[src/yuvblend_pkg.sv]
// shared constants for the yuv420 overlay alpha blend
`timescale 1ns / 1ps

package yuvblend_pkg;

   // configuration register indexes
   typedef enum logic [3:0] {
      CSR_OVERLAY_X        = 4'd0,
      CSR_OVERLAY_Y        = 4'd1,
      CSR_SOURCE_WIDTH     = 4'd2,
      CSR_SOURCE_HEIGHT    = 4'd3,
      CSR_FRAME_WIDTH      = 4'd4,
      CSR_FRAME_HEIGHT     = 4'd5,
      CSR_GLOBAL_ALPHA     = 4'd6,
      CSR_USE_SOURCE_ALPHA = 4'd7
   } csr_index_type;

   localparam int unsigned CSR_INDEX_BITS = 4;
   localparam int unsigned CSR_DATA_BITS  = 13;
   localparam int unsigned OFFSET_BITS    = 13;
   localparam int unsigned SIZE_BITS      = 12;
   localparam int unsigned SAMPLE_BITS    = 8;

   localparam logic [1:0]  PLANE_LUMA   = 2'd0;
   localparam logic [7:0]  ALPHA_MAX    = 8'd255;
   localparam logic [16:0] ROUND_BIAS   = 17'd128;

endpackage

[src/yuv420_overlay_alpha_blend.sv]
// yuv420 overlay alpha blend: clip, alpha select and blend of one sample per cycle
//
//  channel   ports                                       direction  handshake
//  request   start, busy, req_*                          in         start & !busy
//  response  rsp_strobe, rsp_result_sample, rsp_covered  out        strobe, one cycle
//  csr       csr_valid, csr_ready, csr_index, csr_data   in         valid & ready
//
// four register stages: offset/size and alpha sums, clip compares and alpha
// select, the two products, then the rounded divide by 255 into the output.
// an item may start every cycle; its result strobes from the stage 4 output register.
// busy and csr_ready are always deasserted/asserted since nothing can stall.
// reset is synchronous, active high; it clears the valid bits and csr registers.
`timescale 1ns / 1ps

module yuv420_overlay_alpha_blend
   import yuvblend_pkg::*;
#(
   parameter int COORD_BITS = 12
) (
   input  logic                      clock,
   input  logic                      reset,

   input  logic                      start,
   output logic                      busy,
   input  logic [1:0]                req_plane,
   input  logic [COORD_BITS-1:0]     req_dest_col,
   input  logic [COORD_BITS-1:0]     req_dest_row,
   input  logic [SAMPLE_BITS-1:0]    req_frame_sample,
   input  logic [SAMPLE_BITS-1:0]    req_overlay_sample,
   input  logic [SAMPLE_BITS-1:0]    req_alpha_top_left,
   input  logic [SAMPLE_BITS-1:0]    req_alpha_top_right,
   input  logic [SAMPLE_BITS-1:0]    req_alpha_bottom_left,
   input  logic [SAMPLE_BITS-1:0]    req_alpha_bottom_right,

   output logic                      rsp_strobe,
   output logic [SAMPLE_BITS-1:0]    rsp_result_sample,
   output logic                      rsp_covered,

   input  logic                      csr_valid,
   output logic                      csr_ready,
   input  logic [CSR_INDEX_BITS-1:0] csr_index,
   input  logic [CSR_DATA_BITS-1:0]  csr_data
);

   // size width covers both the register and the coordinate width
   localparam int SW = (COORD_BITS > SIZE_BITS) ? COORD_BITS : SIZE_BITS;
   localparam int AW = SW + 3;
   localparam logic [SW-1:0] COORD_MASK = SW'({COORD_BITS{1'b1}});

   // ---------------- configuration registers ----------------
   logic signed [OFFSET_BITS-1:0] overlay_x_ff, overlay_y_ff;
   logic [SIZE_BITS-1:0]          source_width_ff, source_height_ff;
   logic [SIZE_BITS-1:0]          frame_width_ff, frame_height_ff;
   logic [SAMPLE_BITS-1:0]        global_alpha_ff;
   logic                          use_source_alpha_ff;

   assign csr_ready = 1'b1;
   assign busy      = 1'b0;

   always_ff @(posedge clock) begin
      if (reset) begin
         overlay_x_ff        <= '0;
         overlay_y_ff        <= '0;
         source_width_ff     <= '0;
         source_height_ff    <= '0;
         frame_width_ff      <= '0;
         frame_height_ff     <= '0;
         global_alpha_ff     <= '0;
         use_source_alpha_ff <= 1'b0;
      end else if (csr_valid && csr_ready) begin
         case (csr_index)
            CSR_OVERLAY_X:        overlay_x_ff        <= $signed(csr_data);
            CSR_OVERLAY_Y:        overlay_y_ff        <= $signed(csr_data);
            CSR_SOURCE_WIDTH:     source_width_ff     <= csr_data[SIZE_BITS-1:0];
            CSR_SOURCE_HEIGHT:    source_height_ff    <= csr_data[SIZE_BITS-1:0];
            CSR_FRAME_WIDTH:      frame_width_ff      <= csr_data[SIZE_BITS-1:0];
            CSR_FRAME_HEIGHT:     frame_height_ff     <= csr_data[SIZE_BITS-1:0];
            CSR_GLOBAL_ALPHA:     global_alpha_ff     <= csr_data[SAMPLE_BITS-1:0];
            CSR_USE_SOURCE_ALPHA: use_source_alpha_ff <= csr_data[0];
            default: ;
         endcase
      end
   end

   // ---------------- stage 1: plane scaling, offsets, alpha sums ----------------
   logic                   s1_valid_ff;
   logic                   s1_chroma_ff, s1_chroma_in;
   logic signed [AW-1:0]   s1_col_ff, s1_col_in;
   logic signed [AW-1:0]   s1_row_ff, s1_row_in;
   logic [SW-1:0]          s1_c_ff, s1_r_ff;
   logic [SW-1:0]          s1_srcw_ff, s1_srcw_in, s1_srch_ff, s1_srch_in;
   logic [SW-1:0]          s1_dstw_ff, s1_dstw_in, s1_dsth_ff, s1_dsth_in;
   logic [SAMPLE_BITS-1:0] s1_fs_ff, s1_os_ff, s1_tl_ff;
   logic [SAMPLE_BITS-1:0] s1_hpair_ff, s1_hpair_in, s1_vpair_ff, s1_vpair_in;
   logic [SAMPLE_BITS-1:0] s1_quad_ff, s1_quad_in;

   logic signed [OFFSET_BITS-1:0] ox, oy;
   logic [SW-1:0]                 c_ext, r_ext;
   logic [SAMPLE_BITS:0]          sum_h, sum_v;
   logic [SAMPLE_BITS+1:0]        sum_q;

   always_comb begin
      s1_chroma_in = (req_plane != PLANE_LUMA);
      // arithmetic shift is the floor halving of the offset
      ox = s1_chroma_in ? (overlay_x_ff >>> 1) : overlay_x_ff;
      oy = s1_chroma_in ? (overlay_y_ff >>> 1) : overlay_y_ff;
      s1_srcw_in = (SW'(source_width_ff)  & COORD_MASK) >> s1_chroma_in;
      s1_srch_in = (SW'(source_height_ff) & COORD_MASK) >> s1_chroma_in;
      s1_dstw_in = (SW'(frame_width_ff)   & COORD_MASK) >> s1_chroma_in;
      s1_dsth_in = (SW'(frame_height_ff)  & COORD_MASK) >> s1_chroma_in;
      c_ext = SW'(req_dest_col);
      r_ext = SW'(req_dest_row);
      s1_col_in = $signed({3'b000, c_ext}) - AW'(ox);
      s1_row_in = $signed({3'b000, r_ext}) - AW'(oy);
      sum_h = {1'b0, req_alpha_top_left} + {1'b0, req_alpha_top_right};
      sum_v = {1'b0, req_alpha_top_left} + {1'b0, req_alpha_bottom_left};
      sum_q = {1'b0, sum_h} + {2'b00, req_alpha_bottom_left}
            + {2'b00, req_alpha_bottom_right};
      s1_hpair_in = sum_h[SAMPLE_BITS:1];
      s1_vpair_in = sum_v[SAMPLE_BITS:1];
      s1_quad_in  = sum_q[SAMPLE_BITS+1:2];
   end

   always_ff @(posedge clock) begin
      if (reset) s1_valid_ff <= 1'b0;
      else       s1_valid_ff <= start && !busy;
   end

   always_ff @(posedge clock) begin
      s1_chroma_ff <= s1_chroma_in;
      s1_col_ff    <= s1_col_in;
      s1_row_ff    <= s1_row_in;
      s1_c_ff      <= c_ext;
      s1_r_ff      <= r_ext;
      s1_srcw_ff   <= s1_srcw_in;
      s1_srch_ff   <= s1_srch_in;
      s1_dstw_ff   <= s1_dstw_in;
      s1_dsth_ff   <= s1_dsth_in;
      s1_fs_ff     <= req_frame_sample;
      s1_os_ff     <= req_overlay_sample;
      s1_tl_ff     <= req_alpha_top_left;
      s1_hpair_ff  <= s1_hpair_in;
      s1_vpair_ff  <= s1_vpair_in;
      s1_quad_ff   <= s1_quad_in;
   end

   // ---------------- stage 2: clipping and alpha selection ----------------
   logic                   s2_valid_ff;
   logic                   s2_cov_ff, s2_cov_in;
   logic [SAMPLE_BITS-1:0] s2_alpha_ff, s2_alpha_in;
   logic [SAMPLE_BITS-1:0] s2_fs_ff, s2_os_ff;

   logic signed [AW-1:0]   srcw_s, srch_s;
   logic [SW:0]            c_next, r_next;
   logic                   col_in, row_in;
   logic [SAMPLE_BITS-1:0] hv, vv;
   logic [SAMPLE_BITS:0]   hv_vv;

   always_comb begin
      srcw_s = $signed({3'b000, s1_srcw_ff});
      srch_s = $signed({3'b000, s1_srch_ff});
      c_next = {1'b0, s1_c_ff} + 1'b1;
      r_next = {1'b0, s1_r_ff} + 1'b1;
      s2_cov_in = (s1_c_ff < s1_dstw_ff) && (s1_r_ff < s1_dsth_ff)
                && (s1_col_ff >= 0) && (s1_col_ff < srcw_s)
                && (s1_row_ff >= 0) && (s1_row_ff < srch_s);
      // a 2x2 neighbor counts only while it stays inside the clipped area
      col_in = (c_next < {1'b0, s1_dstw_ff}) && ((s1_col_ff + 2'sd1) < srcw_s);
      row_in = (r_next < {1'b0, s1_dsth_ff}) && ((s1_row_ff + 2'sd1) < srch_s);
      hv    = col_in ? s1_hpair_ff : s1_tl_ff;
      vv    = row_in ? s1_vpair_ff : s1_tl_ff;
      hv_vv = {1'b0, hv} + {1'b0, vv};
      if (!use_source_alpha_ff)  s2_alpha_in = global_alpha_ff;
      else if (!s1_chroma_ff)    s2_alpha_in = s1_tl_ff;
      else if (col_in && row_in) s2_alpha_in = s1_quad_ff;
      else                       s2_alpha_in = hv_vv[SAMPLE_BITS:1];
   end

   always_ff @(posedge clock) begin
      if (reset) s2_valid_ff <= 1'b0;
      else       s2_valid_ff <= s1_valid_ff;
   end

   always_ff @(posedge clock) begin
      s2_cov_ff   <= s2_cov_in;
      s2_alpha_ff <= s2_alpha_in;
      s2_fs_ff    <= s1_fs_ff;
      s2_os_ff    <= s1_os_ff;
   end

   // ---------------- stage 3: weighted products ----------------
   logic                       s3_valid_ff;
   logic                       s3_cov_ff;
   logic [SAMPLE_BITS-1:0]     s3_fs_ff;
   logic [2*SAMPLE_BITS-1:0]   s3_fprod_ff, s3_fprod_in, s3_oprod_ff, s3_oprod_in;

   always_comb begin
      s3_fprod_in = s2_fs_ff * s2_alpha_ff;
      s3_oprod_in = s2_os_ff * (ALPHA_MAX - s2_alpha_ff);
   end

   always_ff @(posedge clock) begin
      if (reset) s3_valid_ff <= 1'b0;
      else       s3_valid_ff <= s2_valid_ff;
   end

   always_ff @(posedge clock) begin
      s3_cov_ff   <= s2_cov_ff;
      s3_fs_ff    <= s2_fs_ff;
      s3_fprod_ff <= s3_fprod_in;
      s3_oprod_ff <= s3_oprod_in;
   end

   // ---------------- stage 4: rounded divide by 255, output ----------------
   logic                   out_valid_ff;
   logic                   out_cov_ff;
   logic [SAMPLE_BITS-1:0] out_sample_ff, out_sample_in;

   logic [16:0] v_sum;
   logic [25:0] v_scaled;

   always_comb begin
      v_sum    = {1'b0, s3_fprod_ff} + {1'b0, s3_oprod_ff} + ROUND_BIAS;
      // times 257 as shift and add
      v_scaled = {1'b0, v_sum, 8'h00} + {9'h000, v_sum};
      out_sample_in = s3_cov_ff ? v_scaled[23:16] : s3_fs_ff;
   end

   always_ff @(posedge clock) begin
      if (reset) out_valid_ff <= 1'b0;
      else       out_valid_ff <= s3_valid_ff;
   end

   always_ff @(posedge clock) begin
      out_cov_ff    <= s3_cov_ff;
      out_sample_ff <= out_sample_in;
   end

   assign rsp_strobe        = out_valid_ff;
   assign rsp_result_sample = out_sample_ff;
   assign rsp_covered       = out_cov_ff;

endmodule
[config.mk]
export PLATFORM = sky130hd
export DESIGN_NAME = yuv420_overlay_alpha_blend
export DESIGN_NICKNAME = d
export VERILOG_FILES = /design/src/yuvblend_pkg.sv /design/src/yuv420_overlay_alpha_blend.sv
export SDC_FILE = /design/constraint.sdc
export NUM_CORES = 1
export LEC_CHECK = 0
export ABC_AREA = 0
export BUFFER_PORTS_ARGS = -buffer_cell sky130_fd_sc_hd__buf_2
export CORE_MARGIN = 3
export CORE_UTILIZATION = 45
export CTS_CLUSTER_DIAMETER = 60
export DETAILED_ROUTE_END_ITERATION = 8
export PLACE_DENSITY = 0.69
export SLEW_MARGIN = 10
export SYNTH_ARGS = -nofsm -noshare
export SYNTH_HDL_FRONTEND = slang
export SYNTH_SLANG_ARGS = --single-unit
[constraint.sdc]
create_clock -name clock -period 4.9 [get_ports clock]
set_clock_uncertainty 0.05 [all_clocks]
set_input_delay 0.49 -clock clock [delete_from_list [all_inputs] [get_ports clock]]
set_output_delay 0.49 -clock clock [all_outputs]
set_load 0.02 [all_outputs]
==> results.sh, run 1 <==
export IMPL_status="completed"
export IMPL_ir_worst_vdd_uv=232.3
export IMPL_critical_path_class="register to register"
export IMPL_p_leak_nw=10.59
export IMPL_grt_max_degree=47
export IMPL_hp_start="req_dest_col[11]"
export IMPL_worst_pin_slew_ns=0.9709
export IMPL_fin_area_sq_um=22480
export IMPL_met1_usage=0.2742
export IMPL_wl_mm=45.39
export IMPL_grt_antenna_before_repair=3
export IMPL_met3_usage=0.02933
export IMPL_cts_buffers=38
export IMPL_remaining_drc_errors=0
export IMPL_dp_hpwl_mm=35.03
export IMPL_worstHoldPathCells=1
export IMPL_fin_tns_setup_ns=0
export IMPL_clkSlewWorstSetupHoldPaths_ns=0.06
export IMPL_synth_cell_type_count=75
export IMPL_maxCapViolations=0
export IMPL_cts_tree="done"
export IMPL_p_per_area_nw_per_um2=386.6
export IMPL_grt_ovfl_total=0
export IMPL_met2_usage=0.3268
export IMPL_ys_warn_count=0
export IMPL_die_height_um=214.5
export IMPL_place_gp_congestion=0.8719
export IMPL_worst_setup_path_end_kind="register"
export IMPL_multi_input_area_sq_um=12280
export IMPL_grt_pass1_wl_mm=74.95
export IMPL_slowest_stage="or4b_1"
export IMPL_rows=75
export IMPL_start_util=0.4611
export IMPL_hp_class="input pin to register"
export IMPL_synth_top_cell_area_share=0.3184
export IMPL_final_cell_mix="dfxtp_1 (301), ha_1 (260), inv_1 (241)"
export IMPL_ys_ff_latch=311
export IMPL_r2r_start="s1_row_ff[5]"
export IMPL_synth_cell_area_sq_um=19560
export IMPL_slowest_delay_ns=0.51
export IMPL_ant_nets=0
export IMPL_final_common_cell="dfxtp_1"
export IMPL_crit_buf_inv=1
export IMPL_post_dp_cell_area_sq_um=20920
export IMPL_r2r_end="s2_alpha_ff[6]"
export IMPL_die_area_sq_um=46000
export IMPL_min_period_ns=4.734
export IMPL_slew_headroom=0.3527
export IMPL_syn_to_final_growth_pct=14.93
export IMPL_seqCellArea_sq_um=6238
export IMPL_r2r_cells=18
export IMPL_track_usage=0.1991
export IMPL_die_w_um=214.5
export IMPL_r2r_setup_slack_ns=0.17
export IMPL_first_pass_iters=5
export IMPL_synth_largest_area_cell="dfxtp_1"
export IMPL_critical_path_required_ns=5.33
export IMPL_finalHoldViolations=0
export IMPL_routedWlPerCell_um=16.02
export IMPL_start_kind="register"
export IMPL_synth_edff_count=0
export IMPL_max_freq_mhz=211.2
export IMPL_dp_cells=2745
export IMPL_cts_buffer_depth=3
export IMPL_ys_async_sr_fraction=0
export IMPL_synthCells=2070
export IMPL_path_max_fanout=9
export IMPL_finalSetupViolCount=0
export IMPL_io_buffers=104
export IMPL_yosysSeqAreaShare=0.3184
export IMPL_yosys_top_cells_area="dfxtp_1 (32%), ha_1 (17%), fa_1 (8.9%)"
export IMPL_critPathTopFamily="simple AND/OR/NAND/NOR gates"
export IMPL_vias=14660
export IMPL_grt_pass1_vias=14647
export IMPL_nets=2672
export IMPL_path_cells="nand4_2, nor2_2, and4_1, and3_1, xor2_1, ha_1, or4b_1, o221a_2, nor3_2, buf_6, mux2_2, ha_1, o21a_1, o21ai_0, nor2_1, a311oi_2, mux2_2, nand2_1"
export IMPL_path_depth=18
export IMPL_drive_above_1_share=0.1361
export IMPL_io_pins=107
export IMPL_h_tree_depth=2
export IMPL_syn_nets=2513
export IMPL_clock_latency_ns=0.55
export IMPL_drv_slew=0
export IMPL_drtIter0Drc=698
export IMPL_ys_flop_type="dfxtp_1"
export IMPL_clockRootBuffer="clkbuf_16"
export IMPL_via_per_inst=5.173
export IMPL_top_usage_layer="met2"
export IMPL_fillCellCount=3875
export IMPL_period_share=0.9661
export IMPL_avgSynthCellArea_sq_um=9.447
export IMPL_design_core_area_sq_um=42420
export IMPL_whs_endpoint="s1_c_ff[11]"
export IMPL_stdcell_count=2834
export IMPL_crit_arrival_ns=5.17
export IMPL_cts_sinks=311
[where the power goes]
part | internal, W | switching (W) | leakage [nW]
clock network | 0.00170 | 0.00114 | 0.631
logic | 0.00135 | 0.00160 | 7.39
registers | 0.00276 | 0.000138 | 2.57
[cell usage after synthesis, types with 10 or more instances]
| library cell | n |
|---|---|
| and3_1 | 12 |
| mux2i_1 | 73 |
| mux2_2 | 60 |
| nor2b_1 | 58 |
| a21boi_0 | 11 |
| nor3_1 | 25 |
| inv_1 | 241 |
| xor2_1 | 30 |
| nand4_1 | 23 |
| clkbuf_1 | 34 |
| fa_1 | 87 |
| o21a_1 | 18 |
| ha_1 | 261 |
| dfxtp_1 | 311 |
| nor2_1 | 137 |
| nand3_1 | 40 |
| a21o_1 | 45 |
| nand2b_1 | 39 |
| xnor2_1 | 86 |
| a21oi_1 | 96 |
| nand2_1 | 161 |
| and2_1 | 46 |
| o21ai_0 | 42 |
| buf_1 | 10 |
[cells by family after synthesis]
family,synth area share
simple gates,0.1455
compound gates,0.09936
fa+ha+maj,0.2560
buf+inv,0.05649
xor+xnor,0.05195
flops,0.3184
mux,0.07191
other cells,0.0003840
[state kept, by name (all words and copies together), names as in the netlist, 13 cells and up]
name and flops:
overlay_x_ff 13, overlay_y_ff 13, s1_col_ff 14, s1_row_ff 14, s3_fprod_ff 16, s3_oprod_ff 16
[layout make-up]
class | count | share of cell area
multi-input combinational | 1469 | 0.5465
sequential | 311 | 0.2776
timing repair buffer | 167 | 0.04659
clock buffer | 43 | 0.04448
inverter | 242 | 0.04041
tap | 577 | 0.03212
clock inverter | 23 | 0.01208
antenna | 2 | 0.0002227
[metrics by stage]
step                        util  setup WS (ns)  hold WS [ns]  total power [W]
final                     0.5299         0.1662       0.03124         0.008690
after floorplan                -         0.2944        0.2596         0.005112
after global placement    0.4933         0.1237        0.2613         0.005730
after global routing      0.5298       -0.01681      0.008944         0.009312
after detailed placement  0.4933        0.06059        0.2621         0.005789
after CTS                 0.5280       0.004405      0.002140         0.008699
[routing by layer]
| layer | vias up | wire length (um) |
|---|---|---|
| met3 | 65 | 2124 |
| li1 | 7299 | - |
| met1 | 7037 | 21600 |
| met2 | 257 | 20590 |
| met5 | - | 11 |
| met4 | 2 | 1071 |
[what timing repair did]
action / in CTS / in global routing
setup buffers: 0 / 1
hold buffers: 20 / 0
hold endpoints to repair: 20 / 0
setup endpoints to repair: 0 / 17
resized for setup: 0 / 32
[worst max path at each step]
stage	start	endpoint	slack, ns
finish	s1_row_ff[5]	s2_alpha_ff[6]	0.17
global route	s3_fprod_ff[6]	rsp_result_sample[1]	-0.02
CTS	s2_alpha_ff[2]	s3_oprod_ff[14]	0.004
detailed placement	s2_alpha_ff[2]	s3_oprod_ff[14]	0.06
global placement	s1_r_ff[5]	s2_alpha_ff[5]	0.12
floorplan	s2_alpha_ff[4]	s3_fprod_ff[15]	0.29
No activity file was read; power rests on OpenSTA's default activity.
==> inputs of run 2 (changes only) <==
==> constraint.sdc (replaced) <==
create_clock -name clock -period 4.9 [get_ports clock]
set_clock_uncertainty 0.05 [all_clocks]
set_input_delay 0.98 -clock clock [delete_from_list [all_inputs] [get_ports clock]]
set_output_delay 0.98 -clock clock [all_outputs]
set_load 0.02 [all_outputs]
==> results.sh, run 2 (same netlist as run 1, synthesis figures left out) <==
export IMPL_ir_worst_vdd_uv=247.9
export IMPL_period_share=0.9575
export IMPL_grt_ovfl_total=0
export IMPL_worst_setup_path_end_kind="register"
export IMPL_track_usage=0.1966
export IMPL_syn_to_final_growth_pct=14.45
export IMPL_place_gp_congestion=0.9088
export IMPL_reg_largest_list="s3_fprod_ff: 16 flops, s3_oprod_ff: 16 flops"
export IMPL_via_per_inst=5.126
export IMPL_hp_start="s1_os_ff[3]"
export IMPL_dp_hpwl_mm=34.98
export IMPL_whs_endpoint="s2_os_ff[3]"
export IMPL_rsz0062_at_grt="true"
export IMPL_io_buffers=104
export IMPL_power_w=0.008726
export IMPL_h_tree_depth=2
export IMPL_p_leak_nw=10.54
export IMPL_critical_path_class="register to register"
export IMPL_first_pass_iters=5
export IMPL_die_area_sq_um=46000
export IMPL_worstHoldPathCells=0
export IMPL_routedWlPerCell_um=16.02
export IMPL_drive_above_1_share=0.1430
export IMPL_start_util=0.4611
export IMPL_dp_cells=2752
export IMPL_grt_pass1_wl_mm=74.09
export IMPL_r2r_end="s2_alpha_ff[5]"
export IMPL_cts_tree="done"
export IMPL_wl_mm=45.21
export IMPL_final_common_cell="dfxtp_1"
export IMPL_r2r_cells=24
export IMPL_clockRootBuffer="clkbuf_16"
export IMPL_final_cell_mix="dfxtp_1 (295), ha_1 (261), inv_1 (241)"
export IMPL_p_per_area_nw_per_um2=389.9
export IMPL_grt_max_degree=52
export IMPL_worst_pin_slew_ns=1.073
export IMPL_cts_hold_buf=0
export IMPL_r2r_start="s1_r_ff[4]"
export IMPL_critical_path_required_ns=5.32
export IMPL_die_w_um=214.5
export IMPL_drv_slew=0
export IMPL_nets=2660
export IMPL_stdcell_count=2822
export IMPL_slew_headroom=0.2846
export IMPL_crit_arrival_ns=5.11
export IMPL_ant_nets=0
export IMPL_met1_usage=0.2707
export IMPL_grt_pass1_vias=14624
export IMPL_remaining_drc_errors=0
export IMPL_drtIter0Drc=804
export IMPL_met3_usage=0.03571
export IMPL_met2_usage=0.3205
export IMPL_top_usage_layer="met2"
export IMPL_finalSetupViolCount=0
export IMPL_start_kind="register"
export IMPL_die_height_um=214.5
export IMPL_path_max_fanout=5
export IMPL_grt_antenna_before_repair=2
export IMPL_maxCapViolations=0
export IMPL_r2r_setup_slack_ns=0.21
export IMPL_cts_buffer_depth=3
export IMPL_design_core_area_sq_um=42420
export IMPL_status="completed"
export IMPL_io_pins=107
export IMPL_cts_sinks=311
export IMPL_vias=14465
export IMPL_clock_latency_ns=0.55
export IMPL_cts_buffers=36
export IMPL_rows=75
export IMPL_min_period_ns=4.692
export IMPL_hp_class="register to register"
export IMPL_finalHoldViolations=0
export IMPL_max_freq_mhz=213.1
export IMPL_clkSlewWorstSetupHoldPaths_ns=0.06
==> run 2: power by group <==
part           internal (W)  leakage (nW)  switching [W]
registers           0.00276          2.57       0.000133
logic               0.00135          7.35        0.00161
clock network       0.00177         0.622        0.00109
==> run 2: worst max-delay path: stages (launching register included) <==
cell      delay (ns)
dfxtp_2         0.32
and4_4          0.23
nand2_1         0.07
nor2_1          0.15
nand3_1         0.11
xnor2_1         0.13
ha_1            0.31
nand3_2         0.08
a211oi_1        0.05
a221o_1         0.32
a311o_1         0.37
or3_4           0.44
buf_6           0.14
o22a_4          0.22
nand2_2         0.08
fa_2            0.23
nor2b_1         0.05
o21ai_1         0.18
a21boi_1        0.12
o21a_1          0.19
nor2_2          0.15
xnor2_1         0.14
mux2i_1         0.11
a211oi_1        0.23
a21o_1          0.11
==> run 2: metrics by stage <==
stage | hold slack (ns) | worst slack (ns) | instance area [sq um] | util | setup TNS, ns
after CTS | 0.2755 | 0.01066 | 22260 | 0.5248 | 0
after global routing | 0.2789 | -0.1297 | 22380 | 0.5276 | -0.2580
after global placement | 0.2607 | 0.07205 | 20980 | 0.4945 | 0
after detailed placement | 0.2621 | -0.008392 | 20980 | 0.4945 | -0.008392
final | 0.2749 | 0.2083 | 22380 | 0.5277 | 0
after floorplan | 0.2596 | 0.2944 | 19560 | - | 0
==> run 2: layout make-up <==
| type | instances | area, sq um |
|---|---|---|
| clock inverters | 19 | 281.5 |
| well taps | 577 | 721.9 |
| diodes | 1 | 2.502 |
| repair buffers | 157 | 925.9 |
| flip-flops and latches | 311 | 6246 |
| fillers | 3876 | 20030 |
| multi-input cells | 1469 | 12300 |
| clock buffers | 46 | 998.5 |
| inverters | 242 | 908.4 |
==> run 2: routing by layer <==
layer	part of all wire	vias up	wire length, um
li1	-	7276	-
met1	0.48	6850	21920
met2	0.45	276	20280
met3	0.046	61	2093
met4	0.020	2	891
met5	0.00044	-	20
==> run 2: worst max path at each step <==
stage | startpoint | end | slack [ns] | cells after the start
2_1_floorplan | s2_alpha_ff[4] | s3_fprod_ff[15] | 0.29 | 17
3_3_place_gp | s1_r_ff[5] | s2_alpha_ff[5] | 0.07 | 22
3_5_place_dp | s2_alpha_ff[2] | s3_oprod_ff[14] | -0.008 | 17
4_1_cts | s2_alpha_ff[3] | s3_oprod_ff[14] | 0.01 | 17
5_1_grt | s1_r_ff[4] | s2_alpha_ff[5] | -0.13 | 23
6_report | s1_r_ff[4] | s2_alpha_ff[5] | 0.21 | 24
==> run 2: what timing repair did <==
action,CTS,global route
gates resized for setup,4,37
pin swaps,0,18
buffers inserted,0,4
endpoints found under the setup margin,2,18
==> inputs of run 3 (changes only) <==
--- a/config.mk
+++ b/config.mk
@@ -12,7 +12,7 @@
 export CTS_CLUSTER_DIAMETER = 60
 export DETAILED_ROUTE_END_ITERATION = 8
 export PLACE_DENSITY = 0.69
-export SLEW_MARGIN = 10
+export SLEW_MARGIN = 15
 export SYNTH_ARGS = -nofsm -noshare
 export SYNTH_HDL_FRONTEND = slang
 export SYNTH_SLANG_ARGS = --single-unit
==> constraint.sdc (replaced) <==
create_clock -name clock -period 4.9 [get_ports clock]
set_clock_uncertainty 0.05 [all_clocks]
set_input_delay 0.735 -clock clock [delete_from_list [all_inputs] [get_ports clock]]
set_output_delay 0.735 -clock clock [all_outputs]
set_load 0.02 [all_outputs]
==> results.sh, run 3 (same netlist as run 1, synthesis figures left out) <==
export IMPL_status="completed"
export IMPL_dp_cells=2744
export IMPL_hp_start="req_frame_sample[3]"
export IMPL_critical_path_required_ns=5.29
export IMPL_place_gp_congestion=0.8838
export IMPL_ir_worst_vdd_uv=211.9
export IMPL_dp_hpwl_mm=35.31
export IMPL_rows=75
export IMPL_crit_arrival_ns=5.08
export IMPL_cts_buffers=39
export IMPL_cts_setup_buffers=0
export IMPL_worst_setup_path_end_kind="register"
export IMPL_r2r_start="s3_fprod_ff[6]"
export IMPL_drt_met1_wl_mm=21.17
export IMPL_nets=2651
export IMPL_cts_buffer_depth=3
export IMPL_drv_slew=0
export IMPL_finalSetupViolCount=0
export IMPL_critical_path_class="register to register"
export IMPL_io_buffers=104
export IMPL_p_leak_nw=10.51
export IMPL_wl_mm=45.18
export IMPL_ant_nets=0
export IMPL_wl_met3_mm=2.453
export IMPL_grt_pass1_vias=14860
export IMPL_stdcell_count=2815
export IMPL_cts_tree="done"
export IMPL_routedWlPerCell_um=16.05
export IMPL_whs_endpoint="s1_fs_ff[3]"
export IMPL_top_layer_used="met5"
export IMPL_period_share=0.9574
export IMPL_clockRootBuffer="clkbuf_16"
export IMPL_grt_max_degree=47
export IMPL_max_freq_mhz=213.2
export IMPL_drive_above_1_share=0.1413
export IMPL_hp_class="input pin to register"
export IMPL_start_util=0.4611
export IMPL_finalHoldViolations=0
export IMPL_maxCapViolations=0
export IMPL_io_pins=107
export IMPL_wl_met2_mm=20.44
export IMPL_r2r_setup_slack_ns=0.21
export IMPL_p_per_area_nw_per_um2=390.0
export IMPL_die_height_um=214.5
export IMPL_first_pass_iters=5
export IMPL_r2r_cells=17
export IMPL_h_tree_depth=2
export IMPL_r2r_end="rsp_result_sample[1]"
export IMPL_reg_largest_list="s3_fprod_ff: 16 flops, s3_oprod_ff: 16 flops"
export IMPL_grt_antenna_before_repair=3
export IMPL_die_area_sq_um=46000
export IMPL_final_common_cell="dfxtp_1"
export IMPL_die_w_um=214.5
export IMPL_clock_latency_ns=0.56
export IMPL_remaining_drc_errors=0
export IMPL_track_usage=0.1985
export IMPL_min_period_ns=4.691
export IMPL_drtIter0Drc=780
export IMPL_start_kind="register"
export IMPL_vias=14566
export IMPL_design_core_area_sq_um=42420
export IMPL_final_cell_mix="dfxtp_1 (295), ha_1 (259), inv_1 (241)"
export IMPL_path_max_fanout=4
export IMPL_holdWs_ns=0.2293
export IMPL_cts_sinks=311
export IMPL_grt_ovfl_total=0
export IMPL_worstHoldPathCells=1
export IMPL_grt_pass1_wl_mm=75.02
export IMPL_slew_headroom=0.3500
export IMPL_worst_pin_slew_ns=0.9751
export IMPL_syn_to_final_growth_pct=14.13
export IMPL_via_per_inst=5.174
export IMPL_clkSlewWorstSetupHoldPaths_ns=0.05
==> run 3: cell types whose count changed in the layout (fill, tap and decap cells not counted), sizes merged <==
cell	before	now
bufinv	6	3
clkinvlp	3	1
clkbuf	46	49
clkinv	7	10
inv	245	249
buf	157	145
==> run 3: report_power, final <==
part / internal (W) / switching, W / total (W)
registers: 0.00276 / 0.000138 / 0.00290
clock network: 0.00174 / 0.00114 / 0.00288
logic: 0.00132 / 0.00160 / 0.00292
total: 0.00583 / 0.00288 / 0.00870
==> run 3: critical path: stages, from the launching register on <==
cell,delay (ns)
dfxtp_1,0.34
ha_1,0.31
ha_1,0.34
o21a_1,0.21
o211ai_1,0.30
a211oi_1,0.11
a211o_1,0.37
a211o_1,0.28
a21oi_1,0.24
xnor2_2,0.20
ha_1,0.30
a211o_1,0.27
a221o_1,0.26
o221ai_1,0.27
nand2b_1,0.14
a21o_1,0.21
xnor2_1,0.12
mux2_2,0.27
==> run 3: stage by stage <==
stage / power [W] / util / TNS [ns] / instance area [sq um] / setup WS, ns
after floorplan: 0.005112 / - / 0 / 19560 / 0.2944
after global placement: 0.005729 / 0.4931 / 0 / 20920 / 0.1351
after detailed placement: 0.005807 / 0.4931 / 0 / 20920 / 0.07478
after CTS: 0.008727 / 0.5239 / 0 / 22220 / 0.001286
after global routing: 0.009320 / 0.5262 / -0.04851 / 22320 / -0.02625
final: 0.008704 / 0.5262 / 0 / 22320 / 0.2088
==> run 3: layout make-up <==
cell class / count / area [sq um]
Tap cell: 577 / 721.9
Multi-Input combinational cell: 1469 / 12300
Timing Repair Buffer: 145 / 832.0
Sequential cell: 311 / 6246
Clock inverter: 21 / 230.2
Fill cell: 3959 / 20100
Antenna cell: 1 / 2.502
Clock buffer: 49 / 1075
Inverter: 242 / 908.4
==> run 3: how the worst max path moves through the flow <==
stage	startpoint	to	slack [ns]
global route	s3_fprod_ff[1]	rsp_result_sample[1]	-0.03
floorplan	s2_alpha_ff[4]	s3_fprod_ff[15]	0.29
global placement	s1_r_ff[3]	s2_alpha_ff[5]	0.14
finish	s3_fprod_ff[6]	rsp_result_sample[1]	0.21
detailed placement	s1_row_ff[5]	s2_alpha_ff[5]	0.07
CTS	s1_row_ff[5]	s2_alpha_ff[5]	0.001
==> run 3: repair_timing <==
item	in CTS	in global routing
gates resized for setup	0	41
hold buffers	0	0
endpoints found under the setup margin	0	18
==> run 3: routing by layer <==
layer  GRT usage  vias up
li1            -     7255
met1      0.2680     6945
met2      0.3229      295
met3     0.04053       67
met4     0.05722        4
met5           0        -
